File: src/sv/sfd_pkg.sv
`timescale 1ns / 1ps
// sfd_pkg: widths, control word layout, microcode table and saturation helpers
// for the stereo filter and delay chain; depends on nothing else

package sfd_pkg;

  // sample and fixed-point widths
  localparam int SAMPLE_W    = 24;
  localparam int FRAC_W      = 16;
  localparam int STATE_W     = SAMPLE_W + FRAC_W;
  localparam int COEF_W      = 17;
  localparam int HPC_W       = 16;
  localparam int LEN_W       = 15;
  localparam int CFG_W       = 17;
  localparam int REG_IDX_W   = 2;
  localparam int DELAY_DEPTH = 16384;
  localparam int ADDR_W      = $clog2(DELAY_DEPTH);

  // datapath widths: difference split into a high and a low part for the multiplier
  localparam int DIFF_W  = STATE_W + 1;
  localparam int LO_W    = SAMPLE_W;
  localparam int HI_W    = DIFF_W - LO_W;
  localparam int MA_W    = COEF_W + 1;
  localparam int MB_W    = SAMPLE_W + 1;
  localparam int PROD_W  = MA_W + MB_W;
  localparam int ACC_W   = COEF_W + DIFF_W + 1;
  localparam int UPD_W   = ACC_W - FRAC_W + 1;
  localparam int SAT_W   = PROD_W - FRAC_W;

  // register reset values
  localparam logic [COEF_W-1:0] LP_COEFF_RESET = COEF_W'(65536);
  localparam logic [HPC_W-1:0]  HP_COEFF_RESET = '0;
  localparam logic [COEF_W-1:0] GAIN_RESET     = COEF_W'(32768);
  localparam logic [LEN_W-1:0]  LENGTH_RESET   = LEN_W'(12000);

  // microcode sequencing
  localparam int STEP_W = 5;
  localparam logic [STEP_W-1:0] STEP_LOOP = '0;

  typedef enum logic [REG_IDX_W-1:0] {
    REG_LOWPASS  = 2'd0,
    REG_HIGHPASS = 2'd1,
    REG_FEEDBACK = 2'd2,
    REG_LENGTH   = 2'd3
  } reg_idx_t;

  typedef enum logic [1:0] {
    ST_LP1 = 2'd0,
    ST_LP2 = 2'd1,
    ST_HP1 = 2'd2,
    ST_HP2 = 2'd3
  } st_sel_t;

  typedef enum logic [1:0] {
    TGT_X   = 2'd0,
    TGT_LP1 = 2'd1,
    TGT_LPY = 2'd2,
    TGT_HP1 = 2'd3
  } tgt_sel_t;

  typedef enum logic {
    COEF_LP = 1'b0,
    COEF_HP = 1'b1
  } coef_sel_t;

  typedef enum logic [1:0] {
    MUL_NONE = 2'd0,
    MUL_HI   = 2'd1,
    MUL_LO   = 2'd2,
    MUL_GAIN = 2'd3
  } mul_sel_t;

  typedef enum logic [1:0] {
    ACC_HOLD = 2'd0,
    ACC_LOAD = 2'd1,
    ACC_ADD  = 2'd2
  } acc_op_t;

  typedef enum logic [1:0] {
    JMP_NONE = 2'd0,
    JMP_CH0  = 2'd1,
    JMP_DONE = 2'd2
  } jmp_t;

  typedef struct packed {
    st_sel_t             st_sel;
    tgt_sel_t            tgt_sel;
    coef_sel_t           coef_sel;
    logic                diff_en;
    mul_sel_t            mul_sel;
    acc_op_t             acc_op;
    logic                st_we;
    logic                hpo_en;
    logic                dsum_en;
    logic                out_en;
    logic                dwr_en;
    jmp_t                jmp;
    logic [STEP_W-1:0]   target;
  } ctrl_word_t;

  typedef struct packed {
    ctrl_word_t          ctrl;
    logic [STEP_W-1:0]   step;
    logic                ch;
    logic                fin;
  } seq_out_t;

  typedef struct packed {
    logic                accept;
    logic                clr_we;
    logic [ADDR_W-1:0]   clr_addr;
  } dp_ctl_t;

  typedef struct packed {
    logic [COEF_W-1:0]   lp_coeff;
    logic [HPC_W-1:0]    hp_coeff;
    logic [COEF_W-1:0]   gain;
    logic [LEN_W-1:0]    length;
  } cfg_t;

  localparam ctrl_word_t CW_NOP = '{
    st_sel: ST_LP1, tgt_sel: TGT_X, coef_sel: COEF_LP, diff_en: 1'b0,
    mul_sel: MUL_NONE, acc_op: ACC_HOLD, st_we: 1'b0, hpo_en: 1'b0,
    dsum_en: 1'b0, out_en: 1'b0, dwr_en: 1'b0, jmp: JMP_NONE, target: '0
  };

  // microprogram for one channel, run once per channel
  function automatic ctrl_word_t ucode(input logic [STEP_W-1:0] step);
    ctrl_word_t w;
    w = CW_NOP;
    case (step)
      // first low-pass section
      5'd0:  begin w.diff_en = 1'b1; w.st_sel = ST_LP1; w.tgt_sel = TGT_X; end
      5'd1:  begin w.mul_sel = MUL_HI; w.coef_sel = COEF_LP; end
      5'd2:  begin w.mul_sel = MUL_LO; w.coef_sel = COEF_LP; w.acc_op = ACC_LOAD; end
      5'd4:  begin w.st_we = 1'b1; w.st_sel = ST_LP1; end
      // second low-pass section
      5'd5:  begin w.diff_en = 1'b1; w.st_sel = ST_LP2; w.tgt_sel = TGT_LP1; end
      5'd6:  begin w.mul_sel = MUL_HI; w.coef_sel = COEF_LP; end
      5'd7:  begin w.mul_sel = MUL_LO; w.coef_sel = COEF_LP; w.acc_op = ACC_LOAD; end
      5'd9:  begin w.st_we = 1'b1; w.st_sel = ST_LP2; end
      // first high-pass smoothing section
      5'd10: begin w.diff_en = 1'b1; w.st_sel = ST_HP1; w.tgt_sel = TGT_LPY; end
      5'd11: begin w.mul_sel = MUL_HI; w.coef_sel = COEF_HP; end
      5'd12: begin w.mul_sel = MUL_LO; w.coef_sel = COEF_HP; w.acc_op = ACC_LOAD; end
      5'd14: begin w.st_we = 1'b1; w.st_sel = ST_HP1; end
      // second high-pass smoothing section
      5'd15: begin w.diff_en = 1'b1; w.st_sel = ST_HP2; w.tgt_sel = TGT_HP1; end
      5'd16: begin w.mul_sel = MUL_HI; w.coef_sel = COEF_HP; end
      5'd17: begin w.mul_sel = MUL_LO; w.coef_sel = COEF_HP; w.acc_op = ACC_LOAD; end
      5'd19: begin w.st_we = 1'b1; w.st_sel = ST_HP2; end
      // partial products summed
      5'd3, 5'd8, 5'd13, 5'd18: w.acc_op = ACC_ADD;
      // high-pass output, then delay tap
      5'd20: begin w.diff_en = 1'b1; w.st_sel = ST_HP2; w.tgt_sel = TGT_LPY; end
      5'd21: w.hpo_en = 1'b1;
      5'd22: w.dsum_en = 1'b1;
      5'd23: begin w.mul_sel = MUL_GAIN; w.out_en = 1'b1; end
      5'd24: begin w.dwr_en = 1'b1; w.jmp = JMP_CH0; w.target = STEP_LOOP; end
      5'd25: w.jmp = JMP_DONE;
      default: w.jmp = JMP_DONE;
    endcase
    return w;
  endfunction

  // clamp to the filter state width
  function automatic logic signed [STATE_W-1:0] sat_state(input logic signed [UPD_W-1:0] v);
    logic [UPD_W-STATE_W:0] hi;
    hi = v[UPD_W-1:STATE_W-1];
    if (&hi || ~|hi) begin
      return v[STATE_W-1:0];
    end else if (v[UPD_W-1]) begin
      return {1'b1, {(STATE_W-1){1'b0}}};
    end
    return {1'b0, {(STATE_W-1){1'b1}}};
  endfunction

  // clamp to the sample width
  function automatic logic signed [SAMPLE_W-1:0] sat_sample(input logic signed [SAT_W-1:0] v);
    logic [SAT_W-SAMPLE_W:0] hi;
    hi = v[SAT_W-1:SAMPLE_W-1];
    if (&hi || ~|hi) begin
      return v[SAMPLE_W-1:0];
    end else if (v[SAT_W-1]) begin
      return {1'b1, {(SAMPLE_W-1){1'b0}}};
    end
    return {1'b0, {(SAMPLE_W-1){1'b1}}};
  endfunction

endpackage

File: src/sv/sfd_sequencer.sv
`timescale 1ns / 1ps
// sfd_sequencer: step counter, channel bit and microcode lookup with jumps
// depends on sfd_pkg for the control word and the program table

module sfd_sequencer (
  input  logic              clk,
  input  logic              rst,
  input  logic              start,
  input  logic              run,
  input  logic              out_free,
  output sfd_pkg::seq_out_t seq
);

  logic [sfd_pkg::STEP_W-1:0] step;
  logic                       ch;
  sfd_pkg::ctrl_word_t        cw;
  logic                       fin;

  // control word for the current step
  assign cw  = sfd_pkg::ucode(step);
  assign fin = run && (cw.jmp == sfd_pkg::JMP_DONE) && out_free;

  assign seq.ctrl = cw;
  assign seq.step = step;
  assign seq.ch   = ch;
  assign seq.fin  = fin;

  // step counter; the last step holds while the output register is full and not being taken
  always_ff @(posedge clk) begin
    if (rst) begin
      step <= '0;
      ch   <= 1'b0;
    end else if (start) begin
      step <= '0;
      ch   <= 1'b0;
    end else if (run) begin
      case (cw.jmp)
        sfd_pkg::JMP_NONE: begin
          step <= step + sfd_pkg::STEP_W'(1);
        end
        sfd_pkg::JMP_CH0: begin
          if (!ch) begin
            ch   <= 1'b1;
            step <= cw.target;
          end else begin
            step <= step + sfd_pkg::STEP_W'(1);
          end
        end
        sfd_pkg::JMP_DONE: begin
          if (out_free) begin
            step <= '0;
          end
        end
        default: begin
          step <= '0;
        end
      endcase
    end
  end

endmodule

File: config.mk
export PLATFORM = sky130hd
export DESIGN_NAME = sfd_sequencer
export DESIGN_NICKNAME = d
export VERILOG_FILES = /design/src/sv/sfd_pkg.sv /design/src/sv/sfd_sequencer.sv
export SDC_FILE = /design/constraint.sdc
export NUM_CORES = 1
export LEC_CHECK = 0
export BUFFER_PORTS_ARGS = -buffer_cell sky130_fd_sc_hd__clkbuf_2
export CAP_MARGIN = 20
export CORE_MARGIN = 3
export CORE_UTILIZATION = 47
export CTS_CLUSTER_SIZE = 12
export DETAILED_ROUTE_END_ITERATION = 10
export PLACE_DENSITY_LB_ADDON = 0.25
export SYNTH_ARGS = -nofsm -noshare
export SYNTH_HDL_FRONTEND = slang
export SYNTH_SLANG_ARGS = --single-unit
File: constraint.sdc
create_clock -name clk -period 3 [get_ports clk]
set_clock_uncertainty 0.2 [all_clocks]
set_input_delay 0.6 -clock clk [delete_from_list [all_inputs] [get_ports clk]]
set_output_delay 0.6 -clock clk [all_outputs]
set_load 0.05 [all_outputs]
After elaboration in Yosys (flattened, before gate mapping)
Cells that the tools add are included.
W data, S select, Z words.
{"block": "totals", "out_inout_bits": 29, "n_memories": 0, "mem_bits_rw": 0, "register_bits": 6, "latch_bits": 0, "rom_bits": 0}
{"block": "op_classes", "n_bitwise": 0, "order_cmp": 0, "shift": 0, "mux": 15, "mul": 0, "reduce_logical": 18, "n_eq_ne": 27, "n_div": 0, "addsub": 1}
{"operator": "$eq A5 B5 Y1 const B", "n": 9}
{"operator": "$eq A5 B4 Y1 const B", "n": 8}
{"operator": "$reduce_or A24 Y1", "n": 1}
{"operator": "$eq A5 B3 Y1 const B", "n": 4}
{"operator": "$reduce_or A4 Y1", "n": 5}
{"operator": "$pmux W2 S3", "n": 3}
{"operator": "$pmux W5 S3", "n": 1}
{"operator": "$eq A5 B2 Y1 const B", "n": 2}
{"operator": "$mux W5", "n": 2}
{"operator": "$pmux W2 S2", "n": 2}
{"operator": "$reduce_or A2 Y1", "n": 4}
{"operator": "$mux W1", "n": 7}
{"operator": "$add A5 B1 Y5 const B", "n": 1}
{"operator": "$eq A5 B1 Y1 const B", "n": 1}
{"operator": "$logic_not A5 Y1", "n": 1}
{"operator": "$reduce_or A5 Y1", "n": 1}
{"operator": "$reduce_and A2 Y1", "n": 2}
{"operator": "$reduce_or A3 Y1", "n": 1}
{"operator": "$eq A2 B1 Y1 const B", "n": 1}
{"operator": "$eq A2 B2 Y1 const B", "n": 1}
{"operator": "$logic_and A1 B1 Y1", "n": 2}
{"operator": "$logic_not A2 Y1", "n": 1}
{"operator": "$ne A2 B2 Y1 const B", "n": 1}

Longest topological paths before layout
Gate-level depths: netlist (run 1).
{"block": "logic_depth", "depth_word": 6, "ltp_mapped": 8}

Worst setup path after synthesis (run 1)
Ideal clock, no wire load.
{"block": "synth_timing", "kind": "reg-to-output", "from": "reg step[0] (netlist bit)", "to": "out seq[0] (netlist bit)", "setup_slack_ns": -0.882, "stages_incl_launch_ff": 9, "path_buffers": 1, "t_arrival_ns": 3.082, "path_cell_list": "dfxtp_1 -> ha_1 -> inv_1 -> nor3_1 -> ha_1 -> nand2b_1 -> nor3_1 -> and3_1 -> buf_4"}
{"item": "start, declared", "line": "sfd_sequencer.sv:14", "text": "logic [sfd_pkg::STEP_W-1:0] step;"}
{"item": "start signal, assigned", "line": "sfd_sequencer.sv:39", "text": "step <= step + sfd_pkg::STEP_W'(1);"}
{"item": "start signal, assigned", "line": "sfd_sequencer.sv:44", "text": "step <= cw.target;"}
{"item": "start signal, assigned", "line": "sfd_sequencer.sv:46", "text": "step <= step + sfd_pkg::STEP_W'(1);"}
{"item": "end, declared", "line": "sfd_sequencer.sv:11", "text": "output sfd_pkg::seq_out_t seq"}

==> qor.csv, run 1 <==
metric;value;unit
status;complete, no violations;
postSynthAreaPerCell;7.438;µm²
synth_cells;109;
clk_latency;0.25;ns
worst_setup_path_end_kind;output port;
fillCellCount;142;
yosys_most_used_dff;dfxtp_1;
r2r-end;step[3]$_SDFFE_PP0P_;
yosysSeqAreaShare;14.81;%
synth.ff_latch_count;6;
drive_above_1_share;40.30;%
r2r_slack;0.87;ns
grt_pass1_wl;3.277;mm
place_ws;0.2347;ns
synth_area_leaders;dfxtp_1 (15%), buf_4 (8.3%), nand2_1 (8.3%), ha_1 (7.7%), nor2_1 (4.2%);
synthXorXnorAreaFrac;1.080;%
ys_types;41;
final_nets;146;
min_period;2.834;ns
cts.htree.levels;1;
cts_buffers;3;
async_flop_share;0;%
maxCapViolations;0;
num_vias;842;
synth_compound_area_share;31.64;%
cp_max_fo;7;
worstHoldPathType;register to register;
antenna_found_initial;0;
fp.dieW;47.54;µm
coreArea;0.001559;mm²
clock_path_buffers;2;
drc_errors;0;
area_growth;22.53;%
hold_viol;0;
hpwl;1.638;mm
holdPathStages;1;
max_clock_freq;352.8;MHz
synthAdderAreaFrac;7.716;%
start_util;52.01;%
crit_type;register to output port;
avgRoutedWirePerCell;14.19;µm
final_common_cell;clkbuf_2;
muxShareOfSynthArea;2.778;%
synth_area;810.8;µm²
num_rows;14;
peakVddDrop;0.2724;mV
arrival;2.03;ns
synth_edf_count;0;
setup_viol;0;
finalWirelength;2.128;mm
synth_top_family_by_area;compound AO/OA/AOI/OAI gates;
ant_nets;0;
post_cts_buffers;0;
dieArea;0.002260;mm²
grt_pass1_vias;758;
io_pins;34;
drt_iter0_drc;9;
whs_endpoint;step[1]$_SDFFE_PP0P_;
grt_usage;19.98;%
critPathLaunchType;register;
rr_startpoint;step[0]$_SDFFE_PP0P_;
critical_path_required;2.20;ns
antennaDiodeCount;0;
synth-simple-area-share;26.54;%
power_density;228.6;mW/mm²
r2r_cells;8;
viasPerCell;5.613;
hold_start;step[1]$_SDFFE_PP0P_;
cts_tree;built;
post-route-period-util;94.47;%
firstDrtPassIters;4;
clk_pin_slew;0.05;ns
rsz0062_at_grt;false;
root_buffer;clkbuf_4;
final.setup.worst_slack;0.1658;ns
drv_slew;0;
io_buffer_count;28;
synth_area_leader_cell;dfxtp_1;
die_h;47.54;µm
crit_path_start;step[0]$_SDFFE_PP0P_;
grt_start_max_net_pins;19;
yosysWarnings;0;
whs;0.3168;ns
clock_sinks;6;
netlist.area_leader.share;14.81;%
place_congestion;0.7681;
layout_common_cells;clkbuf_2 (28), nand2_1 (18), nor2_1 (9), inv_1 (7), conb_1 (5);
power.leakage;0.4827;nW
fin_util;63.72;%
grt_overflow;0;
## Yosys cell counts, types with 2 or more instances
library cell and instances:
clkbuf_1 2, a31oi_1 2, a21oi_1 3, ha_1 5, dfxtp_1 6, nor3_1 3, inv_1 7, nand2_1 18
o21ai_0 3, and3_1 2, buf_4 9, nand2b_1 4, nand3_1 4, o22ai_1 3, nor2_1 9, a21o_1 2
o2bb2ai_1 3
## worst max-delay path, cell delays in order, from the launching register on
cell and delay, ns:
dfxtp_2 0.36, ha_4 0.20, inv_1 0.09, nor3_1 0.05, ha_1 0.23, nand2b_2 0.25, nor3_4 0.17, and3_1 0.17
clkbuf_2 0.27
## cell type report
cell class / instances / area, µm² / share of cell area, %
sequential: 6 / 123.9 / 12.47
multi-input combinational: 86 / 634.4 / 63.85
inverter: 8 / 30.03 / 3.023
clock buffer: 3 / 22.52 / 2.267
timing repair buffer: 31 / 162.7 / 16.37
tap: 16 / 20.02 / 2.015
## kinds of logic (layout without fill, tap and decap cells)
family          after synthesis  count (layout)
simple gates                 44              44
compound gates               30              30
buf+inv                      21              42
flops                         6               6
fa+ha+maj                     5               5
other cells                   1               5
xor+xnor                      1               1
mux                           1               1
## where the power goes
part           internal [W]  switching (W)
sequential        0.0000811     0.00000202
clock             0.0000454      0.0000314
combinational     0.0000167      0.0000506
total              0.000143      0.0000840
## state kept, by name, indices dropped and copies added, names as in the netlist
| name | count |
|---|---|
| ch | 1 |
| step | 5 |
## layer usage
metal | global-route usage (%) | up-vias | share of wire [%]
li1 | - | 427 | -
met5 | 0 | - | 0
met4 | 10.22 | 0 | 1.5
met3 | 1.128 | 4 | 3.9
met2 | 34.76 | 18 | 51
met1 | 24.67 | 393 | 44
## worst max-delay path by stage
stage	end	slack, ns	cells after the start
finish	seq[0]	0.17	8
floorplan	seq[0]	-0.08	7
detailed placement	seq[0]	0.23	8
global placement	seq[0]	0.32	8
global route	seq[0]	0.04	8
CTS	seq[0]	0.04	8
## through the flow
stage / cells / total power, W / area [µm²] / TNS [ns]
global placement: 147 / 0.0001501 / 955.9 / 0
finish: 150 / 0.0002271 / 993.5 / 0
global route: 150 / 0.0002385 / 993.5 / 0
floorplan: 113 / 0.0001435 / 864.6 / -0.07544
CTS: 150 / 0.0002305 / 980.9 / 0
detailed placement: 147 / 0.0001510 / 955.9 / 0
## what timing repair did
| action | CTS | global route |
|---|---|---|
| setup endpoints to repair | 1 | 1 |
| hold buffers | 0 | 0 |
| resized for setup | 1 | 2 |
(Power assumes the default switching activity.)
==> run 2: changes to the inputs <==
--- a/config.mk
+++ b/config.mk
@@ -12,6 +12,7 @@
 export CTS_CLUSTER_SIZE = 12
 export DETAILED_ROUTE_END_ITERATION = 10
 export PLACE_DENSITY_LB_ADDON = 0.25
+export REMOVE_ABC_BUFFERS = 1
 export SYNTH_ARGS = -nofsm -noshare
 export SYNTH_HDL_FRONTEND = slang
 export SYNTH_SLANG_ARGS = --single-unit
==> run 2 against run 1 <==
Critical path depth did not move. Non-clock buffer count is 2 higher. Largest power group unchanged. Worst setup slack worse by 0.019 ns. Register-to-register slack worse by 0.02 ns. Worst hold slack gained 0.022 ns. Final area decreased by 3.1%. Cell count grew 1.3%. Highest routed layer unchanged. Combinational power is 3.1% lower.
==> qor.csv, run 2 (synthesis gave the netlist of run 1 again) <==
metric;value;unit;change
rsz0062_at_grt;false;;
max_clock_freq;350.5;MHz;-0.65%
clock_path_buffers;2;;unchanged
area_growth;18.67;%;
drc_errors;0;;unchanged
drive_above_1_share;35.29;%;-5.0 points
drv_slew;0;;unchanged
hpwl;1.673;mm;+2.1%
crit_path_top_delay_cell;dfxtp_1;;
crit_path_start;step[0]$_SDFFE_PP0P_;;
firstDrtPassIters;4;;unchanged
finalWirelength;2.068;mm;-2.8%
crit_path_max_incr_delay;0.37;ns;about the same
grt_overflow;0;;unchanged
status;complete, no violations;;
power_density;233.0;mW/mm²;+1.9%
clk_latency;0.25;ns;about the same
fillCellCount;151;;+6.3%
holdBufCountCts;0;;unchanged
min_period;2.853;ns;+0.01854 ns
hold_viol;0;;unchanged
rr_startpoint;step[0]$_SDFFE_PP0P_;;
setup_viol;0;;unchanged
largest_register;step;;
grt_start_max_net_pins;19;;unchanged
crit_chain;ha_1 -> inv_1 -> nor3_1 -> ha_1 -> nand2b_2 -> nor3_2 -> and3_1 -> buf_2;;
seq_area;120.1;µm²;-3.0%
num_vias;871;;+3.4%
ant_nets;0;;unchanged
clock_sinks;6;;unchanged
num_rows;14;;unchanged
grt_pass1_wl;3.346;mm;+2.1%
layout_common_cells;clkbuf_2 (27), nand2_1 (18), nor2_1 (9), inv_1 (7), dfxtp_1 (6);;
path_common_cell;ha_1;;
clk_pin_slew;0.05;ns;about the same
final_nets;148;;+1.4%
top_regs;step: 5 flops, ch: 1 flops;;
cts.htree.levels;1;;unchanged
start_util;52.01;%;unchanged
cp_max_fo;7;;unchanged
peakVddDrop;0.2723;mV;about the same
worst_setup_path_end_kind;output port;;
critical_path_required;2.20;ns;about the same
cp_num_buf_inv;2;;unchanged
crit_type;register to output port;;
grt_pass1_vias;767;;+1.2%
r2r_slack;0.85;ns;-0.02 ns
worstHoldPathType;register to register;;
io_pins;34;;unchanged
fin_cells;152;;+1.3%
largest_reg_flops;5;;unchanged
hold_start;step[1]$_SDFFE_PP0P_;;
post-route-period-util;95.09;%;+0.62 points
io_buffer_count;28;;unchanged
cp_top_family;simple AND/OR/NAND/NOR gates;;
maxCapViolations;0;;unchanged
critPathLaunchType;register;;
cts_tree;built;;
grt_usage;20.93;%;+0.94 points
drt_iter0_drc;8;;-1
coreArea;0.001559;mm²;unchanged
dieArea;0.002260;mm²;unchanged
antennaDiodeCount;0;;unchanged
multi_input_area;591.8;µm²;-6.7%
root_buffer;clkbuf_4;;
dp.cells;149;;+1.4%
antenna_found_initial;0;;unchanged
power.leakage;0.4877;nW;+1.0%
fin_tns_setup;0;ns;unchanged
fp.dieW;47.54;µm;unchanged
cts_buffers;3;;unchanged
final_common_cell;clkbuf_2;;
viasPerCell;5.730;;+2.1%
place_congestion;0.7768;;+1.1%
die_h;47.54;µm;unchanged
avgRoutedWirePerCell;13.61;µm;-4.1%
arrival;2.05;ns;+0.02 ns
[run 2: cell count changes in the layout (fill, tap and decap cells not counted), sizes merged]
| cell | change |
|---|---|
| buf | +3 |
| clkbuf | -1 |
[run 2: where the power goes]
| group | total, W | leakage (nW) | internal [W] | switching (W) |
|---|---|---|---|---|
| Combinational | 0.0000651 | 0.425 | 0.0000158 | 0.0000493 |
| Clock | 0.0000764 | 0.0138 | 0.0000454 | 0.0000310 |
| Sequential | 0.0000826 | 0.0485 | 0.0000809 | 0.00000171 |
| Total | 0.000224 | 0.488 | 0.000142 | 0.0000820 |
[run 2: repair_timing]
action	CTS	global route
endpoints found under the setup margin	0	1
gates resized for setup	0	3
buffers inserted	0	0
[run 2: layout make-up]
cell class | instances | share of cell area [%]
repair buffers | 33 | 18.47
inverters | 8 | 3.121
clock buffers | 3 | 2.341
multi-input cells | 86 | 61.51
flip-flops and latches | 6 | 12.48
well taps | 16 | 2.081
[run 2: through the flow]
step	utilization, %	setup WS, ns	cell area (µm²)	power, W	hold slack [ns]
2_1_floorplan	-	-1.137	734.5	0.0001352	0.4768
3_3_place_gp	59.79	0.3736	932.1	0.0001471	0.3146
3_5_place_dp	59.79	0.2821	932.1	0.0001486	0.3395
4_1_cts	61.24	0.01836	954.7	0.0002261	0.3406
5_1_grt	61.72	0.02345	962.2	0.0002353	0.3446
6_report	61.72	0.1472	962.2	0.0002242	0.3384
[run 2: worst paths after layout]
check | endpoint | cells past startpoint
max | seq[0] | 8
min | step[1]$_SDFFE_PP0P_ | 1
max reg2reg | step[3]$_SDFFE_PP0P_ | 8
min reg2reg | step[1]$_SDFFE_PP0P_ | 1
[run 2: metal layers]
layer	GRT usage [%]	part of all wire (%)
met1	21.65	42
met2	41.18	52
met3	4.511	4.4
met4	6.452	0.82
met5	0	0
